`src/iff_pkg.sv`:
```
// types, constants and helpers shared by the integer field formatter
`timescale 1ns / 1ps
`default_nettype none

package iff_pkg;

  typedef enum logic [2:0] {
    KIND_SDEC = 3'd0,
    KIND_UDEC = 3'd1,
    KIND_LHEX = 3'd2,
    KIND_UHEX = 3'd3,
    KIND_PTR  = 3'd4
  } kind_t;

  localparam int DigW   = 4;
  localparam int MaxDig = 10;
  localparam int DigsW  = DigW * MaxDig;

  localparam logic [31:0] DecRecip = 32'hCCCC_CCCD;

  localparam logic [7:0] CharZero  = 8'h30;
  localparam logic [7:0] CharX     = 8'h78;
  localparam logic [7:0] CharMinus = 8'h2d;
  localparam logic [7:0] CharSpace = 8'h20;
  localparam logic [7:0] CharLowA  = 8'h61;
  localparam logic [7:0] CharUpA   = 8'h41;

  typedef struct packed {
    logic [DigsW-1:0] digs;
    logic [3:0]       ndig;
    logic [5:0]       pad;
    logic             neg;
    logic             zfill;
    logic             ptr;
    logic             upper;
  } fmt_desc_t;

  typedef enum logic [1:0] {
    FS_IDLE,
    FS_CONV,
    FS_PUSH
  } front_state_t;

  typedef enum logic [2:0] {
    BS_IDLE,
    BS_PFX0,
    BS_PFXX,
    BS_SIGN_PRE,
    BS_PAD,
    BS_SIGN_POST,
    BS_DIG
  } back_state_t;

  function automatic logic [7:0] digit_char(input logic [3:0] d, input logic upper);
    logic [7:0] base;
    base = upper ? CharUpA : CharLowA;
    if (d < 4'd10) begin
      digit_char = CharZero + {4'b0, d};
    end else begin
      digit_char = base + {4'b0, d} - 8'd10;
    end
  endfunction

endpackage

`default_nettype wire

```
`src/iff_back.sv`:
```
// back end: walks one descriptor and sends its characters
`timescale 1ns / 1ps
`default_nettype none

module iff_back (
  input  wire logic               clk,
  input  wire logic               rst_n,
  input  wire iff_pkg::fmt_desc_t head,
  input  wire logic               empty,
  output logic                    pop,
  output logic                    out_tvalid,
  input  wire logic               out_tready,
  output logic [7:0]              out_tdata,
  output logic                    out_tlast
);

  iff_pkg::back_state_t state_r, state_nxt;
  iff_pkg::fmt_desc_t   cur_r, cur_nxt;
  logic [5:0] pad_r, pad_nxt;
  logic [3:0] idx_r, idx_nxt;
  logic       valid_r, valid_nxt;
  logic [7:0] char_r, char_nxt;
  logic       last_r, last_nxt;
  logic       emit_ok;
  iff_pkg::back_state_t after_lead;

  assign out_tvalid = valid_r;
  assign out_tdata  = char_r;
  assign out_tlast  = last_r;
  assign emit_ok    = !valid_r || out_tready;
  assign after_lead = (pad_r != 6'd0) ? iff_pkg::BS_PAD : iff_pkg::BS_DIG;

  always_ff @(posedge clk) begin
    if (!rst_n) begin
      state_r <= iff_pkg::BS_IDLE;
      valid_r <= 1'b0;
    end else begin
      state_r <= state_nxt;
      valid_r <= valid_nxt;
    end
    cur_r  <= cur_nxt;
    pad_r  <= pad_nxt;
    idx_r  <= idx_nxt;
    char_r <= char_nxt;
    last_r <= last_nxt;
  end

  always_comb begin
    state_nxt = state_r;
    cur_nxt   = cur_r;
    pad_nxt   = pad_r;
    idx_nxt   = idx_r;
    valid_nxt = valid_r && !out_tready;
    char_nxt  = char_r;
    last_nxt  = last_r;
    pop       = 1'b0;
    if (state_r == iff_pkg::BS_IDLE) begin
      if (!empty) begin
        pop     = 1'b1;
        cur_nxt = head;
        pad_nxt = head.pad;
        idx_nxt = head.ndig;
        priority if (head.ptr) begin
          state_nxt = iff_pkg::BS_PFX0;
        end else if (head.neg && head.zfill) begin
          state_nxt = iff_pkg::BS_SIGN_PRE;
        end else if (head.pad != 6'd0) begin
          state_nxt = iff_pkg::BS_PAD;
        end else if (head.neg) begin
          state_nxt = iff_pkg::BS_SIGN_POST;
        end else begin
          state_nxt = iff_pkg::BS_DIG;
        end
      end
    end else if (emit_ok) begin
      valid_nxt = 1'b1;
      last_nxt  = 1'b0;
      unique case (state_r)
        iff_pkg::BS_PFX0: begin
          char_nxt  = iff_pkg::CharZero;
          state_nxt = iff_pkg::BS_PFXX;
        end
        iff_pkg::BS_PFXX: begin
          char_nxt  = iff_pkg::CharX;
          state_nxt = after_lead;
        end
        iff_pkg::BS_SIGN_PRE: begin
          char_nxt  = iff_pkg::CharMinus;
          state_nxt = after_lead;
        end
        iff_pkg::BS_PAD: begin
          char_nxt = cur_r.zfill ? iff_pkg::CharZero : iff_pkg::CharSpace;
          pad_nxt  = pad_r - 6'd1;
          if (pad_r == 6'd1) begin
            state_nxt = (cur_r.neg && !cur_r.zfill) ? iff_pkg::BS_SIGN_POST
                                                    : iff_pkg::BS_DIG;
          end
        end
        iff_pkg::BS_SIGN_POST: begin
          char_nxt  = iff_pkg::CharMinus;
          state_nxt = iff_pkg::BS_DIG;
        end
        iff_pkg::BS_DIG: begin
          char_nxt     = iff_pkg::digit_char(cur_r.digs[iff_pkg::DigW-1:0], cur_r.upper);
          cur_nxt.digs = cur_r.digs >> iff_pkg::DigW;
          idx_nxt      = idx_r - 4'd1;
          if (idx_r == 4'd1) begin
            last_nxt  = 1'b1;
            state_nxt = iff_pkg::BS_IDLE;
          end
        end
        default: begin
          valid_nxt = 1'b0;
          state_nxt = iff_pkg::BS_IDLE;
        end
      endcase
    end
  end

endmodule

`default_nettype wire

```
`config.mk`:
```
export PLATFORM = sky130hd
export DESIGN_NAME = iff_back
export DESIGN_NICKNAME = d
export VERILOG_FILES = /design/src/iff_pkg.sv /design/src/iff_back.sv
export SDC_FILE = /design/constraint.sdc
export NUM_CORES = 1
export LEC_CHECK = 0
export BUFFER_PORTS_ARGS = -buffer_cell sky130_fd_sc_hd__clkbuf_2
export CAP_MARGIN = 20
export CORE_ASPECT_RATIO = 1.1
export CORE_MARGIN = 3
export CORE_UTILIZATION = 49
export DETAILED_ROUTE_END_ITERATION = 16
export PLACE_DENSITY = 0.83
export SLEW_MARGIN = 20
export SYNTH_ARGS = -nofsm -noshare
export SYNTH_HDL_FRONTEND = slang
export SYNTH_SLANG_ARGS = --single-unit
```
`constraint.sdc`:
```
create_clock -name clk -period 3 [get_ports clk]
set_clock_uncertainty 0.15 [all_clocks]
set_input_delay 0.15 -clock clk [delete_from_list [all_inputs] [get_ports clk]]
set_output_delay 0.15 -clock clk [all_outputs]
set_load 0.02 [all_outputs]
```
==> flow_summary.toml <==
[run_status]
status = "completed"

[route]
drt_first_pass_iters = 5
drc = 0
totalWireLength_um = 7800
first_iter_violations = 308
wl_per_cell_um = 15.1
drt.antenna.violating_nets = 0
num_vias = 2773
vias_per_cell = 5.35

[timing]
max_freq_ghz = 0.374
tns_ps = 0
tightest_slew_ps = 652
hold_viol = 0
drv_slew = 0
rsz0062_at_grt = "false"
fin_crit_ps = 2670
relSlewSlack = 0.565
worst_hold_slack_ps = 47.1
setup_slack_ps = 327
finalCritPeriodShare = 0.891
setup_violations = 0

[final_layout]
layout.cells.non_filler = 518
post-route-util = 0.701
drive_above_1_share = 0.206
finalNetCount = 496
area_delta_synth_final_pct = 35.5
postLayoutCellArea_um2 = 4450

[placed_design]
place_hpwl_um = 4470
place_inst = 448
io_buffers = 67
place.gp.congestion = 0.846
place_area_um2 = 3670
pre_cts_ws_ps = 696

[clock_network]
cts-root-buf = "clkbuf_8"
clockBufferDepth = 2
cts_made_buffers = 9
cts_setup_buffers = 0
clock_latency_ps = 350
holdBufCountCts = 53
cts_sinks = 65
cts-resized-gates = 0
cts_tree = "done"
cts-htree-levels = 3
cts.clk_slew.worst_paths_ps = 70

[critical_path]
worstSetupPathType = "reg -> out"
path_max_fanout = 50
arrival_ps = 2370
ff2ff_setup_slack_ps = 680
reg2reg_to = "cur_r[52]"
endpoint_kind = "output port"
required_ps = 2700
cp-endpoint = "pop"
cp-startpoint = "state_r[0]"
rr_startpoint = "state_r[0]"
start_kind = "register"
r2r_cells = 4

[floorplanning]
core_region_area_um2 = 6340
die_h_um = 91.8
initial_utilization = 0.517
die_area_um2 = 7710
ioPinCount = 69
die_x_um = 84.0
rows = 30

[yosys]
syn-num-nets = 381
syn_area_per_cell_um2 = 10.3
yosys_warnings = 0
yosysUniqueCellTypes = 40
seq_area_frac_synth = 0.583
synth-edff-count = 61
syn_area_um2 = 3280
ys.flop_type = "edfxtp_1"
ys_ff_latch = 65
syn_inst = 317
async_flop_share = 0

[run]
cap_violations = 0

[power]
p_leak_nw = 1.89
swShare = 0.367
fin_total_pwr_mw = 4.40
internal_power_mw = 2.79
power_frac_seq = 0.431
power.switching_mw = 1.61
ir_worst_vdd_mv = 0.697
comb_power_share = 0.365
power_density_nw_per_um2 = 990
clock_power_share = 0.205

[worst_hold_path]
hp-class = "in -> reg"
holdPathStages = 3

[grt]
grt_overflow = 0
antenna_found_initial = 0
grt_max_degree = 51
grtUsageTotal = 0.211
grt_pass1_wl_um = 12600
grt_pass1_vias = 2842
power by group through the flow:
stage                     Sequential [mW]  Combinational (mW)  Clock [mW]
after detailed placement             1.91                1.52           0
after CTS                            1.89                1.59       0.906
after floorplan                      1.88                1.13           0
final                                1.90                1.60       0.901
after global routing                 1.95                1.81       0.959
after global placement               1.88                1.46           0
Yosys cell counts (2+ instances only):
library cell  count  area (µm²)
a211oi_1          4        30.0
a21o_1            2        15.0
a21oi_1          14        70.1
and2_1            4        25.0
buf_1             3        11.3
buf_2             2        10.0
clkbuf_1         14        52.6
dfxtp_1           4        80.1
edfxtp_1         61        1830
ha_1              6        75.1
inv_1            11        41.3
nand2_1          83         312
nand2b_1          2        12.5
nand3_1           4        20.0
nand3b_1         37         278
nor2_1           15        56.3
nor2b_1           4        25.0
nor3_1            8        40.0
nor3b_1           2        15.0
o21ai_0           8        40.0
o311a_1           2        20.0
o31ai_1           2        15.0
or4_1             2        15.0
xnor2_1           6        52.6
xor2_1            2        17.5
final cells by class:
| class | count | area [µm²] |
|---|---|---|
| Multi-Input combinational cell | 220 | 1250 |
| Sequential cell | 65 | 1910 |
| Antenna cell | 1 | 2.50 |
| Fill cell | 427 | 1900 |
| Tap cell | 80 | 100 |
| Clock inverter | 7 | 116 |
| Clock buffer | 9 | 124 |
| Timing Repair Buffer | 125 | 903 |
| Inverter | 11 | 41.3 |
worst max-delay path, stage by stage, from the launching register on:
cell,delay (ps)
dfxtp_1,510
or3_1,450
buf_4,310
nor2_1,480
clkbuf_2,270
layer usage:
metal / GRT usage / up-vias / wire length (µm)
met4: 0.113 / 0 / 263
li1: - / 1338 / -
met2: 0.357 / 135 / 3910
met1: 0.236 / 1273 / 3050
met5: 0 / - / 0
met3: 0.0692 / 27 / 582
logic make-up (layout without fill, tap and decap cells):
group,Yosys count,after routing,share of synthesized area
other cells,1,2,0.00114
xor+xnor,8,8,0.0214
mux,2,2,0.00763
fa+ha+maj,6,6,0.0229
compound gates,39,39,0.0744
flops,65,65,0.583
simple gates,164,164,0.249
buf+inv,32,152,0.0408
registers in the layout, summed over array words and instances (netlist names):
signal	flops
out_tlast	1
out_tdata	7
cur_r	43
state_r	3
pad_r	6
out_tvalid	1
idx_r	4
how the worst min path moves through the flow:
stage,startpoint,end
after global placement,head[0],cur_r[0]
after detailed placement,head[0],cur_r[0]
after CTS,head[4],pad_r[0]
after global routing,head[4],pad_r[0]
after floorplan,head[0],cur_r[0]
final,head[4],pad_r[0]
cells in the final DEF, fill, tap and decap left out, types with 2 or more instances in the layout:
cell type,Yosys,layout
nand2_1,83,83
clkbuf_2,0,67
edfxtp_1,61,61
dlygate4sd3_1,0,53
nand3b_1,37,37
nor2_1,15,14
a21oi_1,14,14
inv_1,11,11
clkbuf_8,0,9
o21ai_0,8,8
nor3_1,8,7
xnor2_1,6,6
ha_1,6,6
buf_4,1,5
nor2b_1,4,4
nand3_1,4,4
a211oi_1,4,4
and2_1,4,4
dfxtp_1,4,4
bufinv_16,0,3
xor2_1,2,2
nand2b_1,2,2
nor3b_1,2,2
or4_1,2,2
o31ai_1,2,2
a21o_1,2,2
o311a_1,2,2
No activity file was read; power rests on OpenSTA's default activity.
