==> config.mk <==
export PLATFORM = sky130hd
export DESIGN_NAME = iff_queue
export DESIGN_NICKNAME = d
export VERILOG_FILES = /design/src/iff_pkg.sv /design/src/iff_queue.sv
export SDC_FILE = /design/constraint.sdc
export NUM_CORES = 1
export LEC_CHECK = 0
export ABC_AREA = 1
export BUFFER_PORTS_ARGS = -buffer_cell sky130_fd_sc_hd__buf_2
export CORE_MARGIN = 10
export CORE_UTILIZATION = 40
export DETAILED_ROUTE_END_ITERATION = 10
export PLACE_DENSITY_LB_ADDON = 0.25
export SLEW_MARGIN = 40
export SYNTH_ARGS = -nofsm -noshare
export SYNTH_HDL_FRONTEND = slang
export SYNTH_SLANG_ARGS = --single-unit
==> constraint.sdc <==
create_clock -name clk -period 2.9 [get_ports clk]
set_input_delay 0.725 -clock clk [delete_from_list [all_inputs] [get_ports clk]]
set_output_delay 0.725 -clock clk [all_outputs]
set_load 0.05 [all_outputs]
==> src/iff_pkg.sv <==
// types, constants and helpers shared by the integer field formatter
`timescale 1ns / 1ps
`default_nettype none

package iff_pkg;

  typedef enum logic [2:0] {
    KIND_SDEC = 3'd0,
    KIND_UDEC = 3'd1,
    KIND_LHEX = 3'd2,
    KIND_UHEX = 3'd3,
    KIND_PTR  = 3'd4
  } kind_t;

  localparam int DigW   = 4;
  localparam int MaxDig = 10;
  localparam int DigsW  = DigW * MaxDig;

  localparam logic [31:0] DecRecip = 32'hCCCC_CCCD;

  localparam logic [7:0] CharZero  = 8'h30;
  localparam logic [7:0] CharX     = 8'h78;
  localparam logic [7:0] CharMinus = 8'h2d;
  localparam logic [7:0] CharSpace = 8'h20;
  localparam logic [7:0] CharLowA  = 8'h61;
  localparam logic [7:0] CharUpA   = 8'h41;

  typedef struct packed {
    logic [DigsW-1:0] digs;
    logic [3:0]       ndig;
    logic [5:0]       pad;
    logic             neg;
    logic             zfill;
    logic             ptr;
    logic             upper;
  } fmt_desc_t;

  typedef enum logic [1:0] {
    FS_IDLE,
    FS_CONV,
    FS_PUSH
  } front_state_t;

  typedef enum logic [2:0] {
    BS_IDLE,
    BS_PFX0,
    BS_PFXX,
    BS_SIGN_PRE,
    BS_PAD,
    BS_SIGN_POST,
    BS_DIG
  } back_state_t;

  function automatic logic [7:0] digit_char(input logic [3:0] d, input logic upper);
    logic [7:0] base;
    base = upper ? CharUpA : CharLowA;
    if (d < 4'd10) begin
      digit_char = CharZero + {4'b0, d};
    end else begin
      digit_char = base + {4'b0, d} - 8'd10;
    end
  endfunction

endpackage

`default_nettype wire

==> src/iff_queue.sv <==
// two-entry queue of field descriptors between front and back end
`timescale 1ns / 1ps
`default_nettype none

module iff_queue (
  input  wire logic               clk,
  input  wire logic               rst_n,
  input  wire logic               push,
  input  wire iff_pkg::fmt_desc_t push_desc,
  input  wire logic               pop,
  output iff_pkg::fmt_desc_t      head,
  output logic                    full,
  output logic                    empty
);

  iff_pkg::fmt_desc_t mem_r [2];
  logic       wr_ptr_r, wr_ptr_nxt;
  logic       rd_ptr_r, rd_ptr_nxt;
  logic [1:0] cnt_r, cnt_nxt;

  assign full  = (cnt_r == 2'd2);
  assign empty = (cnt_r == 2'd0);
  assign head  = mem_r[rd_ptr_r];

  always_comb begin
    wr_ptr_nxt = wr_ptr_r ^ push;
    rd_ptr_nxt = rd_ptr_r ^ pop;
    cnt_nxt    = cnt_r + {1'b0, push} - {1'b0, pop};
  end

  always_ff @(posedge clk) begin
    if (!rst_n) begin
      wr_ptr_r <= 1'b0;
      rd_ptr_r <= 1'b0;
      cnt_r    <= 2'd0;
    end else begin
      wr_ptr_r <= wr_ptr_nxt;
      rd_ptr_r <= rd_ptr_nxt;
      cnt_r    <= cnt_nxt;
    end
    if (push) begin
      mem_r[wr_ptr_r] <= push_desc;
    end
  end

endmodule

`default_nettype wire

==> metrics.md, run 1 <==
| Metric | Value |
|---|---|
| Distinct cell type count after synthesis | 13 |
| Remaining antenna violation count | 0 |
| Largest stage delay, worst path | 530 ps |
| CP Capture Point | head[49] |
| Final Hold Viols | 0 |
| Critical Path AT | 1870 ps |
| Count of placed standard cells including taps | 451 |
| Critical register-to-register path endpoint | mem_r[0][32]$_DFFE_PP_ |
| Setup repair after global routing missed its margin | false |
| Synthesized instance count | 197 |
| Clock buffer depth | 2 |
| Area of all placed cells without fillers | 5660 sq um |
| Drt pass-1 iters | 4 |
| Worst slew pin tran | 312 ps |
| HPWL after detailed placement | 5770 um |
| Time the final worst path needs with I/O delays and setup | 2590 ps |
| Die boundary width | 125 um |
| Vias post-DR | about 2,100 |
| Synth warnings | 0 |
| Vias per Instance | 4.44 |
| Total global-route track usage | 0.106 |
| Power after layout | 0.00453 W |
| Commonest non-fill, non-tap cells in the layout | 113 x sky130_fd_sc_hd__buf_2, 108 x sky130_fd_sc_hd__edfxtp_1, 50 x sky130_fd_sc_hd__mux2_4, 16 x sky130_fd_sc_hd__clkbuf_16, 7 x sky130_fd_sc_hd__inv_1 |
| I/O pin cnt | 114 |
| Die Y | 125 um |
| Clock latency on the worst-skew pair | between 400 and 500 ps |
| Number of buffers inserted by port buffering | approximately 110 |
| Drt total wl | 8160 um |
| FMAX | 0.386 GHz |
| Crit path kind | reg -> out |
| Cell area after technology mapping | roughly 4400 sq um |
| Leak | 2.29 nW |
| Endpoint required time on the critical path | 2170 ps |
| Worst r2r path cells | 3 |
| GR Overflow Total | 0 |
| Area added between synthesis and finish | 29.2% |
| Vias in the first global route | 2,370 |
| Aggregate negative setup slack | 0 ps |
| Classification of the worst-slack hold path | in -> reg |
| Placer Congestion | about 0.66 |
| Count of clock tree sinks | between 100 and 150 |
| Sort of element at the end of the critical path | output pin |
| Largest net degree at the start of global routing | 34 |
| Worst path cell trace | buf_4 -> mux2_4 -> buf_2 |
| Maximum level of the CTS H-tree | 4 |
| Proportion of synthesized chip area in sequential cells | 0.763 |
| Nets in the synthesized netlist | 259 |
| Cts repair resizes | 0 |
| Total die area | 15,500 sq um |
| Cell area after placement | 5110 sq um |
| Type of element launching the critical path | register |
| Worst reg2reg path startpoint | wr_ptr_r$_SDFF_PN0_ |
| Pins over their slew limit | 0 |
| Outcome | complete, no violations |
| Fraction of final layout cells with drive strength greater than 1 | 0.609 |
| Global-route wire length before repair | 12,900 um |
| Antenna violations before repair | 0 |
| Critical Path Slowest Stage Cell | sky130_fd_sc_hd__dfxtp_4 |
| Minimum setup slack among reg-to-reg paths | 1580 ps |
| Buffers & Inverters on Critical Path | 2 |
| Critical path depth | 3 |
| Clock buffers created by TritonCTS | 17 |
| Hold Buf Count CTS | 0 |
| Worst vdd rail ir drop | 456 uV |
| Kind of cell adding the most delay to the critical path | flip-flops |
| Worst hold path cell count | 1 |
| Number of rows in the core area | 38 |
| Maxcap violations | 0 |
| Final standard cell count with taps included and fillers excluded | 483 |
| Iter 0 DRT Violations | 58 |
| Avg WL per Cell | between 15 and 20 um |
| FF+latch count, synth | approximately 110 |
| Number of nets in the finished design | 392 |
| Clock-pin slew on the worst setup and hold paths | 60 ps |
| Syn avg cell area | 22.2 sq um |
| Count of buffers added by post-CTS timing repair for setup | 0 |
| Total DRC errors in the routed layout | 0 |
| Root cell of the clock tree | sky130_fd_sc_hd__clkbuf_8 |
| Starting density of the core | 0.406 |
| Critical path fanouts, max | 17 |
| Max transition margin | 0.792 |
| P per Cell Area | 801 nW/um^2 |
| Most common cell after layout, fill and taps aside | sky130_fd_sc_hd__buf_2 |
| Antenna diodes | 0 |
| Worst-case clock skew | 8.44 ps |
| Core region area | ~11,000 sq um |
| Count of endpoints failing setup in the final report | 0 |
| TritonCTS clock tree | yes |
| Final period utilization | 0.894 |
## cell usage after synthesis
library cell | count | area (sq um)
sky130_fd_sc_hd__a21oi_1 | 1 | 5.00
sky130_fd_sc_hd__nand3_1 | 1 | 5.00
sky130_fd_sc_hd__mux2_2 | 4 | 45.0
sky130_fd_sc_hd__dfxtp_1 | 5 | 100
sky130_fd_sc_hd__xnor2_1 | 1 | 8.76
sky130_fd_sc_hd__nand2_1 | 4 | 15.0
sky130_fd_sc_hd__mux2_4 | 50 | 751
sky130_fd_sc_hd__buf_6 | 1 | 11.3
sky130_fd_sc_hd__ha_1 | 4 | 50.1
sky130_fd_sc_hd__nor2_1 | 6 | 22.5
sky130_fd_sc_hd__buf_12 | 5 | 100
sky130_fd_sc_hd__edfxtp_1 | 108 | 3240
sky130_fd_sc_hd__inv_1 | 7 | 26.3
## flip-flops by register name (all words and copies together) (netlist names), named ones only
name / cells
rd_ptr_r: 1
cnt_r: 2
wr_ptr_r: 1
mem_r: 108
## metrics by stage
| step | hold WS [ps] | util | worst slack [ps] |
|---|---|---|---|
| after floorplan | 480 | - | 430 |
| after global placement | 499 | 0.474 | 795 |
| after detailed placement | 517 | 0.474 | 787 |
| after CTS | 392 | 0.525 | 257 |
| after global routing | 393 | 0.525 | 227 |
| final | 421 | 0.525 | 307 |
## per-layer routing
layer | wire [um] | track usage
met4 | 72 | 0.0432
met1 | 3320 | 0.116
met5 | 0 | 0
met2 | 4280 | 0.178
met3 | 483 | 0.0447
## how the worst min path moves through the flow
| stage | startpoint | to | slack [ps] |
|---|---|---|---|
| after floorplan | rd_ptr_r$_SDFF_PN0_ | register | 480 |
| after global placement | rd_ptr_r$_SDFF_PN0_ | rd_ptr_r$_SDFF_PN0_ | 500 |
| after detailed placement | rd_ptr_r$_SDFF_PN0_ | rd_ptr_r$_SDFF_PN0_ | 520 |
| after CTS | push_desc[35] | mem_r[0][35]$_DFFE_PP_ | 390 |
| after global routing | push_desc[24] | mem_r[0][24]$_DFFE_PP_ | 390 |
| final | push_desc[34] | mem_r[0][34]$_DFFE_PP_ | 420 |
## power breakdown
group / internal, W / total, W / switching (W)
Combinational: 0.000245 / 0.000733 / 0.000488
Sequential: 0.00190 / 0.00194 / 0.0000373
Clock: 0.00114 / 0.00186 / 0.000719
Total: 0.00329 / 0.00453 / 0.00124
## final cells by class
type / count / area (sq um)
fillers: 906 / 5130
flip-flops and latches: 113 / 3350
multi-input cells: 71 / 907
repair buffers: 120 / 656
clock buffers: 17 / 414
well taps: 140 / 175
clock inverters: 15 / 138
inverters: 7 / 26.3
## cells by family after synthesis
| logic type | Yosys count | synth area share |
|---|---|---|
| fa+ha+maj | 4 | 0.0114 |
| simple gates | 11 | 0.00970 |
| buf+inv | 13 | 0.0314 |
| xor+xnor | 1 | 0.00200 |
| mux | 54 | 0.182 |
| flops | 113 | 0.763 |
| compound gates | 1 | 0.00114 |
(Power assumes the default switching activity.)
==> run 2: changes to the inputs <==
==> constraint.sdc (replaced) <==
create_clock -name clk -period 2.5 [get_ports clk]
set_input_delay 0.625 -clock clk [delete_from_list [all_inputs] [get_ports clk]]
set_output_delay 0.625 -clock clk [all_outputs]
set_load 0.05 [all_outputs]
==> run 2 against run 1 <==
Compared with the run above:
- via count up 0.37%
- hold slack worse by 100 ps
- non-clock buffer count unchanged
- combinational power up 19%
- total power up 13%
- critical endpoint is now head[4]
- utilization down 0.23 points
- sequential cell count unchanged
- die area unchanged
- sequential share of layout area up 0.26 points
- clock power up 9%
- largest power group unchanged
- setup slack worse by 83 ps
==> metrics.md, run 2 (same netlist as run 1, synthesis figures left out) <==
| Metric | Value |
|---|---|
| Critical path fanouts, max | 19 (+2) |
| Number of buffers inserted by port buffering | 113 (unchanged) |
| Drt total wl | 8130 um (-0.47%) |
| Register containing the most flip-flops in the final layout | mem_r |
| Vias post-DR | 2,154 (+0.37%) |
| Number of nets in the finished design | 392 (unchanged) |
| Final period utilization | 0.910 |
| Vias per Instance | 4.47 (+0.58%) |
| Final-layout worst hold slack | 320 ps (-101 ps) |
| Die boundary width | 125 um (unchanged) |
| Time the final worst path needs with I/O delays and setup | 2280 ps |
| Clock latency on the worst-skew pair | 490 ps (about the same) |
| Count of placed standard cells including taps | 448 (-0.67%) |
| Most common cell after layout, fill and taps aside | sky130_fd_sc_hd__buf_2 |
| Root cell of the clock tree | sky130_fd_sc_hd__clkbuf_8 |
| Max transition margin | 0.762 (-0.0301) |
| Worst-case clock skew | 5.82 ps (-2.62 ps) |
| P per Cell Area | 911 nW/um^2 (+14%) |
| HPWL after detailed placement | 5450 um (-5.5%) |
| Worst hold path cell count | 1 (unchanged) |
| Iter 0 DRT Violations | 102 (+76%) |
| Fraction of final layout cells with drive strength greater than 1 | 0.585 (-0.0245) |
| Largest stage delay, worst path | 410 ps (-120 ps) |
| Max reg flops | 108 (unchanged) |
| Area of all placed cells without fillers | 5640 sq um (-0.44%) |
| Worst r2r path cells | 3 (unchanged) |
| Total DRC errors in the routed layout | 0 (unchanged) |
| Worst slew pin tran | 357 ps (+45.2 ps) |
| TritonCTS clock tree | yes |
| Clock-pin slew on the worst setup and hold paths | 50 ps (about the same) |
| Vias in the first global route | 2,391 (+0.89%) |
| Endpoint required time on the critical path | 1880 ps (-290 ps) |
| Commonest non-fill, non-tap cells in the layout | 113 x sky130_fd_sc_hd__buf_2, 108 x sky130_fd_sc_hd__edfxtp_1, 50 x sky130_fd_sc_hd__mux2_4, 16 x sky130_fd_sc_hd__clkbuf_16, 7 x sky130_fd_sc_hd__inv_1 |
| Cell area after placement | 5100 sq um (-0.20%) |
| Aggregate negative setup slack | 0 ps (unchanged) |
| Number of rows in the core area | 38 (unchanged) |
| Maxcap violations | 0 (unchanged) |
| Register area | 3350 sq um (unchanged) |
| Type of element launching the critical path | register |
| Placer Congestion | 0.691 (+4.5%) |
| Avg WL per Cell | 16.9 um (-0.26%) |
| Outcome | complete, no violations |
| Remaining antenna violation count | 0 (unchanged) |
| Count of endpoints failing setup in the final report | 0 (unchanged) |
| Die Y | 125 um (unchanged) |
| Critical Path Slowest Stage Cell | sky130_fd_sc_hd__dfxtp_4 |
| Classification of the worst-slack hold path | in -> reg |
| GR Overflow Total | 0 (unchanged) |
| Antenna diodes | 0 (unchanged) |
| Drt pass-1 iters | 4 (unchanged) |
| Total global-route track usage | 0.107 (+0.000838) |
| Global-route wire length before repair | 12,900 um (-0.22%) |
| Final Hold Viols | 0 (unchanged) |
| Hold Buf Count CTS | 0 (unchanged) |
| Antenna violations before repair | 0 (unchanged) |
| Starting density of the core | 0.406 (unchanged) |
| Sort of element at the end of the critical path | output pin |
| Pins over their slew limit | 0 (unchanged) |
| Total die area | 15,500 sq um (unchanged) |
| Critical Path AT | 1650 ps (-220 ps) |
| Clock buffer depth | 2 (unchanged) |
| I/O pin cnt | 114 (unchanged) |
| Largest regs | mem_r: 108 flops, cnt_r: 2 flops |
| Worst vdd rail ir drop | 426 uV (-6.7%) |
| Core region area | 10,800 sq um (unchanged) |
| Worst path cell trace | buf_12 -> mux2_4 -> buf_2 |
| Number of fill cells in the layout | 909 (+0.33%) |
| Maximum level of the CTS H-tree | 4 (unchanged) |
| Crit path kind | reg -> out |
| FMAX | 0.439 GHz |
| Leak | 2.27 nW (-0.55%) |
| Setup repair after global routing missed its margin | false |
| Minimum setup slack among reg-to-reg paths | 1090 ps (-490 ps) |
| Area added between synthesis and finish | 28.6% |
| Final standard cell count with taps included and fillers excluded | 482 (-0.21%) |
| Multi-input combinational cell area | 907 sq um (unchanged) |
| Count of clock tree sinks | 113 (unchanged) |
| Largest net degree at the start of global routing | 44 (+29%) |
| Clock buffers created by TritonCTS | 17 (unchanged) |
## run 2: cell types whose count changed in the layout (fill, tap and decap cells not counted), sizes merged
| cell | change |
|---|---|
| clkbuf | +6 |
| clkinv | -3 |
| clkinvlp | -2 |
| inv | -2 |
## run 2: critical path, delay by kind of cell (launching register included)
kind / cells / cell delay, ps
buffers and inverters: 2 / 410
multiplexers: 1 / 320
flip-flops: 1 / 410
## run 2: worst paths after layout
check	from	end
hold reg to reg	rd_ptr_r$_SDFF_PN0_	rd_ptr_r$_SDFF_PN0_
setup reg to reg	wr_ptr_r$_SDFF_PN0_	mem_r[0][18]$_DFFE_PP_
setup / recovery	register	head[4]
hold / removal	push_desc[37]	mem_r[1][37]$_DFFE_PP_
## run 2: area by class of cell
| class | instances | area share |
|---|---|---|
| sequential | 113 | 0.594 |
| multi-input combinational | 71 | 0.161 |
| clock inverter | 8 | 0.0115 |
| tap | 140 | 0.0311 |
| inverter | 7 | 0.00466 |
| timing repair buffer | 120 | 0.121 |
| clock buffer | 23 | 0.0775 |
## run 2: timing repair
item,CTS,global route
buffers inserted,3,0
endpoints found under the hold margin,0,0
setup endpoints to repair,37,0
resized for setup,0,0
## run 2: power breakdown
part | leakage, nW | internal (W) | switching (W)
combinational | 0.974 | 0.000294 | 0.000576
sequential | 1.06 | 0.00221 | 0.0000344
clock | 0.245 | 0.00129 | 0.000729
total | 2.27 | 0.00380 | 0.00134
## run 2: routing by layer
metal  vias to the layer above  GRT usage  share of wire  wire [um]
li1                       1028          -              -          -
met5                         -          0              0          0
met3                        11     0.0409          0.058        472
met1                      1050      0.114           0.41       3340
met2                        65      0.179           0.51       4160
met4                         0     0.0610          0.018        148
## run 2: per-stage QoR
step,power [W],util,setup slack [ps]
after floorplan,0.00297,-,130
after global placement,0.00314,0.473,507
after detailed placement,0.00315,0.473,493
after CTS,0.00522,0.522,180
after global routing,0.00535,0.522,156
final,0.00514,0.522,224
==> run 3: changes to the inputs <==
--- a/config.mk
+++ b/config.mk
@@ -6,7 +6,7 @@
 export NUM_CORES = 1
 export LEC_CHECK = 0
 export ABC_AREA = 1
-export BUFFER_PORTS_ARGS = -buffer_cell sky130_fd_sc_hd__buf_2
+export BUFFER_PORTS_ARGS = -buffer_cell sky130_fd_sc_hd__buf_4
 export CORE_MARGIN = 10
 export CORE_UTILIZATION = 40
 export DETAILED_ROUTE_END_ITERATION = 10
==> constraint.sdc (replaced) <==
create_clock -name clk -period 2.7 [get_ports clk]
set_input_delay 0.675 -clock clk [delete_from_list [all_inputs] [get_ports clk]]
set_output_delay 0.675 -clock clk [all_outputs]
set_load 0.1 [all_outputs]
==> run 3 against run 2 <==
Compared with the run above:
- first-iteration DRC count fell by 22%
- combinational power rose by 43%
- global-route usage fell by 0.11 points
- critical endpoint is now head[53]
==> metrics.md, run 3 (same netlist as run 1, synthesis figures left out) <==
| Metric | Value |
|---|---|
| Outcome | complete, no violations |
| Total DRC errors in the routed layout | 0 (unchanged) |
| TritonCTS clock tree | yes |
| Max reg flops | 108 (unchanged) |
| Root cell of the clock tree | sky130_fd_sc_hd__clkbuf_8 |
| Worst vdd rail ir drop | 408 uV (-4.2%) |
| Number of fill cells in the layout | 856 (-5.8%) |
| Number of nets in the finished design | 392 (unchanged) |
| Commonest non-fill, non-tap cells in the layout | 115 x sky130_fd_sc_hd__buf_4, 108 x sky130_fd_sc_hd__edfxtp_1, 50 x sky130_fd_sc_hd__mux2_4, 16 x sky130_fd_sc_hd__clkbuf_16, 7 x sky130_fd_sc_hd__inv_1 |
| Vias post-DR | 2,178 (+1.1%) |
| Remaining antenna violation count | 0 (unchanged) |
| Area of all placed cells without fillers | 5960 sq um (+5.6%) |
| I/O pin cnt | 114 (unchanged) |
| Drt pass-1 iters | 4 (unchanged) |
| Fraction of final layout cells with drive strength greater than 1 | 0.596 (+0.0117) |
| Area added between synthesis and finish | 35.9% |
| Placer Congestion | 0.663 (-4.0%) |
| Final period utilization | 0.923 |
| Kind of cell adding the most delay to the critical path | flip-flops |
| Endpoint required time on the critical path | 2030 ps (+150 ps) |
| Count of clock tree sinks | 113 (unchanged) |
| Largest stage delay, worst path | 490 ps (+80 ps) |
| Final Hold Viols | 0 (unchanged) |
| Clock buffers created by TritonCTS | 17 (unchanged) |
| Total die area | 15,500 sq um (unchanged) |
| Cts repair resizes | 0 (unchanged) |
| Vias in the first global route | 2,459 (+2.8%) |
| Critical Path Slowest Stage Cell | sky130_fd_sc_hd__dfxtp_4 |
| FMAX | 0.401 GHz |
| Maxcap violations | 0 (unchanged) |
| Sort of element at the end of the critical path | output pin |
| Critical path depth | 3 (unchanged) |
| Leak | 2.39 nW (+5.0%) |
| HPWL after detailed placement | 5740 um (+5.3%) |
| Register area | 3350 sq um (unchanged) |
| Worst-case clock skew | 8.24 ps (+2.42 ps) |
| Number of rows in the core area | 38 (unchanged) |
| Largest net degree at the start of global routing | 35 (-20%) |
| Starting density of the core | 0.406 (unchanged) |
| Worst r2r path cells | 8 (+5) |
| Cell area after placement | 5400 sq um (+5.8%) |
| Minimum setup slack among reg-to-reg paths | 1350 ps (+260 ps) |
| Most common cell after layout, fill and taps aside | sky130_fd_sc_hd__buf_4 |
| Avg WL per Cell | 17.1 um (+1.5%) |
| Worst path cell trace | buf_12 -> mux2_2 -> buf_4 |
| Maximum level of the CTS H-tree | 4 (unchanged) |
| Register containing the most flip-flops in the final layout | mem_r |
| Clock buffer depth | 2 (unchanged) |
| Global-route wire length before repair | 12,800 um (-0.26%) |
| Core region area | 10,800 sq um (unchanged) |
| Antenna diodes | 0 (unchanged) |
| Largest regs | mem_r: 108 flops, cnt_r: 2 flops |
| Time the final worst path needs with I/O delays and setup | 2490 ps |
| Aggregate negative setup slack | 0 ps (unchanged) |
| Type of element launching the critical path | register |
| Number of buffers inserted by port buffering | 113 (unchanged) |
| Drt total wl | 8250 um (+1.5%) |
| Multi-input combinational cell area | 907 sq um (unchanged) |
| Worst slew pin tran | 294 ps (-63.7 ps) |
| Max transition margin | 0.804 (+0.0424) |
| Count of endpoints failing setup in the final report | 0 (unchanged) |
| Classification of the worst-slack hold path | in -> reg |
| Worst hold path cell count | 1 (unchanged) |
| Critical path fanouts, max | 19 (unchanged) |
| GR Overflow Total | 0 (unchanged) |
| Hold Buf Count CTS | 0 (unchanged) |
| Crit path kind | reg -> out |
| Critical Path AT | 1820 ps (+170 ps) |
| Setup repair after global routing missed its margin | false |
| Die boundary width | 125 um (unchanged) |
| P per Cell Area | 894 nW/um^2 (-1.9%) |
| Clock-pin slew on the worst setup and hold paths | 50 ps (about the same) |
| Count of buffers added by post-CTS timing repair for setup | 0 (-3) |
| Clock latency on the worst-skew pair | 490 ps (about the same) |
| Antenna violations before repair | 0 (unchanged) |
| Vias per Instance | 4.52 (+1.1%) |
| Total global-route track usage | 0.106 (-0.00109) |
| Buffers & Inverters on Critical Path | 2 (unchanged) |
| Iter 0 DRT Violations | 80 (-22%) |
| Die Y | 125 um (unchanged) |
| Pins over their slew limit | 0 (unchanged) |
-- run 3: cell count changes in the layout (fill, tap and decap cells not counted), sizes merged --
| cell | before | now |
|---|---|---|
| clkinvlp | 1 | 2 |
| clkbuf | 23 | 20 |
| bufinv | 1 | 2 |
| clkinv | 6 | 7 |
-- run 3: power by group --
part	internal (W)	switching [W]	leakage, nW
Combinational	0.000347	0.000897	1.07
Sequential	0.00205	0.0000368	1.06
Clock	0.00129	0.000703	0.262
Total	0.00369	0.00164	2.39
-- run 3: cell type report --
type,count,area share
Timing Repair Buffer,120,0.161
Multi-Input combinational cell,71,0.152
Clock inverter,11,0.0195
Tap cell,140,0.0294
Sequential cell,113,0.562
Inverter,7,0.00441
Clock buffer,20,0.0714
-- run 3: path summary, 6_finish.rpt --
kind	startpoint	end
worst max-delay path	register	head[53]
worst max register to register	cnt_r[0]$_SDFF_PN0_	cnt_r[1]$_SDFF_PN0_
worst min register to register	rd_ptr_r$_SDFF_PN0_	rd_ptr_r$_SDFF_PN0_
worst min-delay path	push_desc[42]	mem_r[1][42]$_DFFE_PP_
-- run 3: metrics by stage --
step	cells	util	hold WS, ps	power (W)	setup WS (ps)
after CTS	481	0.550	341	0.00539	23.9
after detailed placement	450	0.500	512	0.00337	557
after global routing	482	0.552	332	0.00554	126
after global placement	450	0.500	497	0.00336	574
after floorplan	197	-	480	0.00311	280
final	482	0.552	361	0.00532	209
-- run 3: layer usage --
layer / vias to the layer above / part of all wire / global-route usage
li1: 1030 / - / -
met1: 1070 / 0.39 / 0.113
met2: 70 / 0.53 / 0.179
met3: 8 / 0.067 / 0.0485
met4: 0 / 0.011 / 0.0411
met5: - / 0 / 0
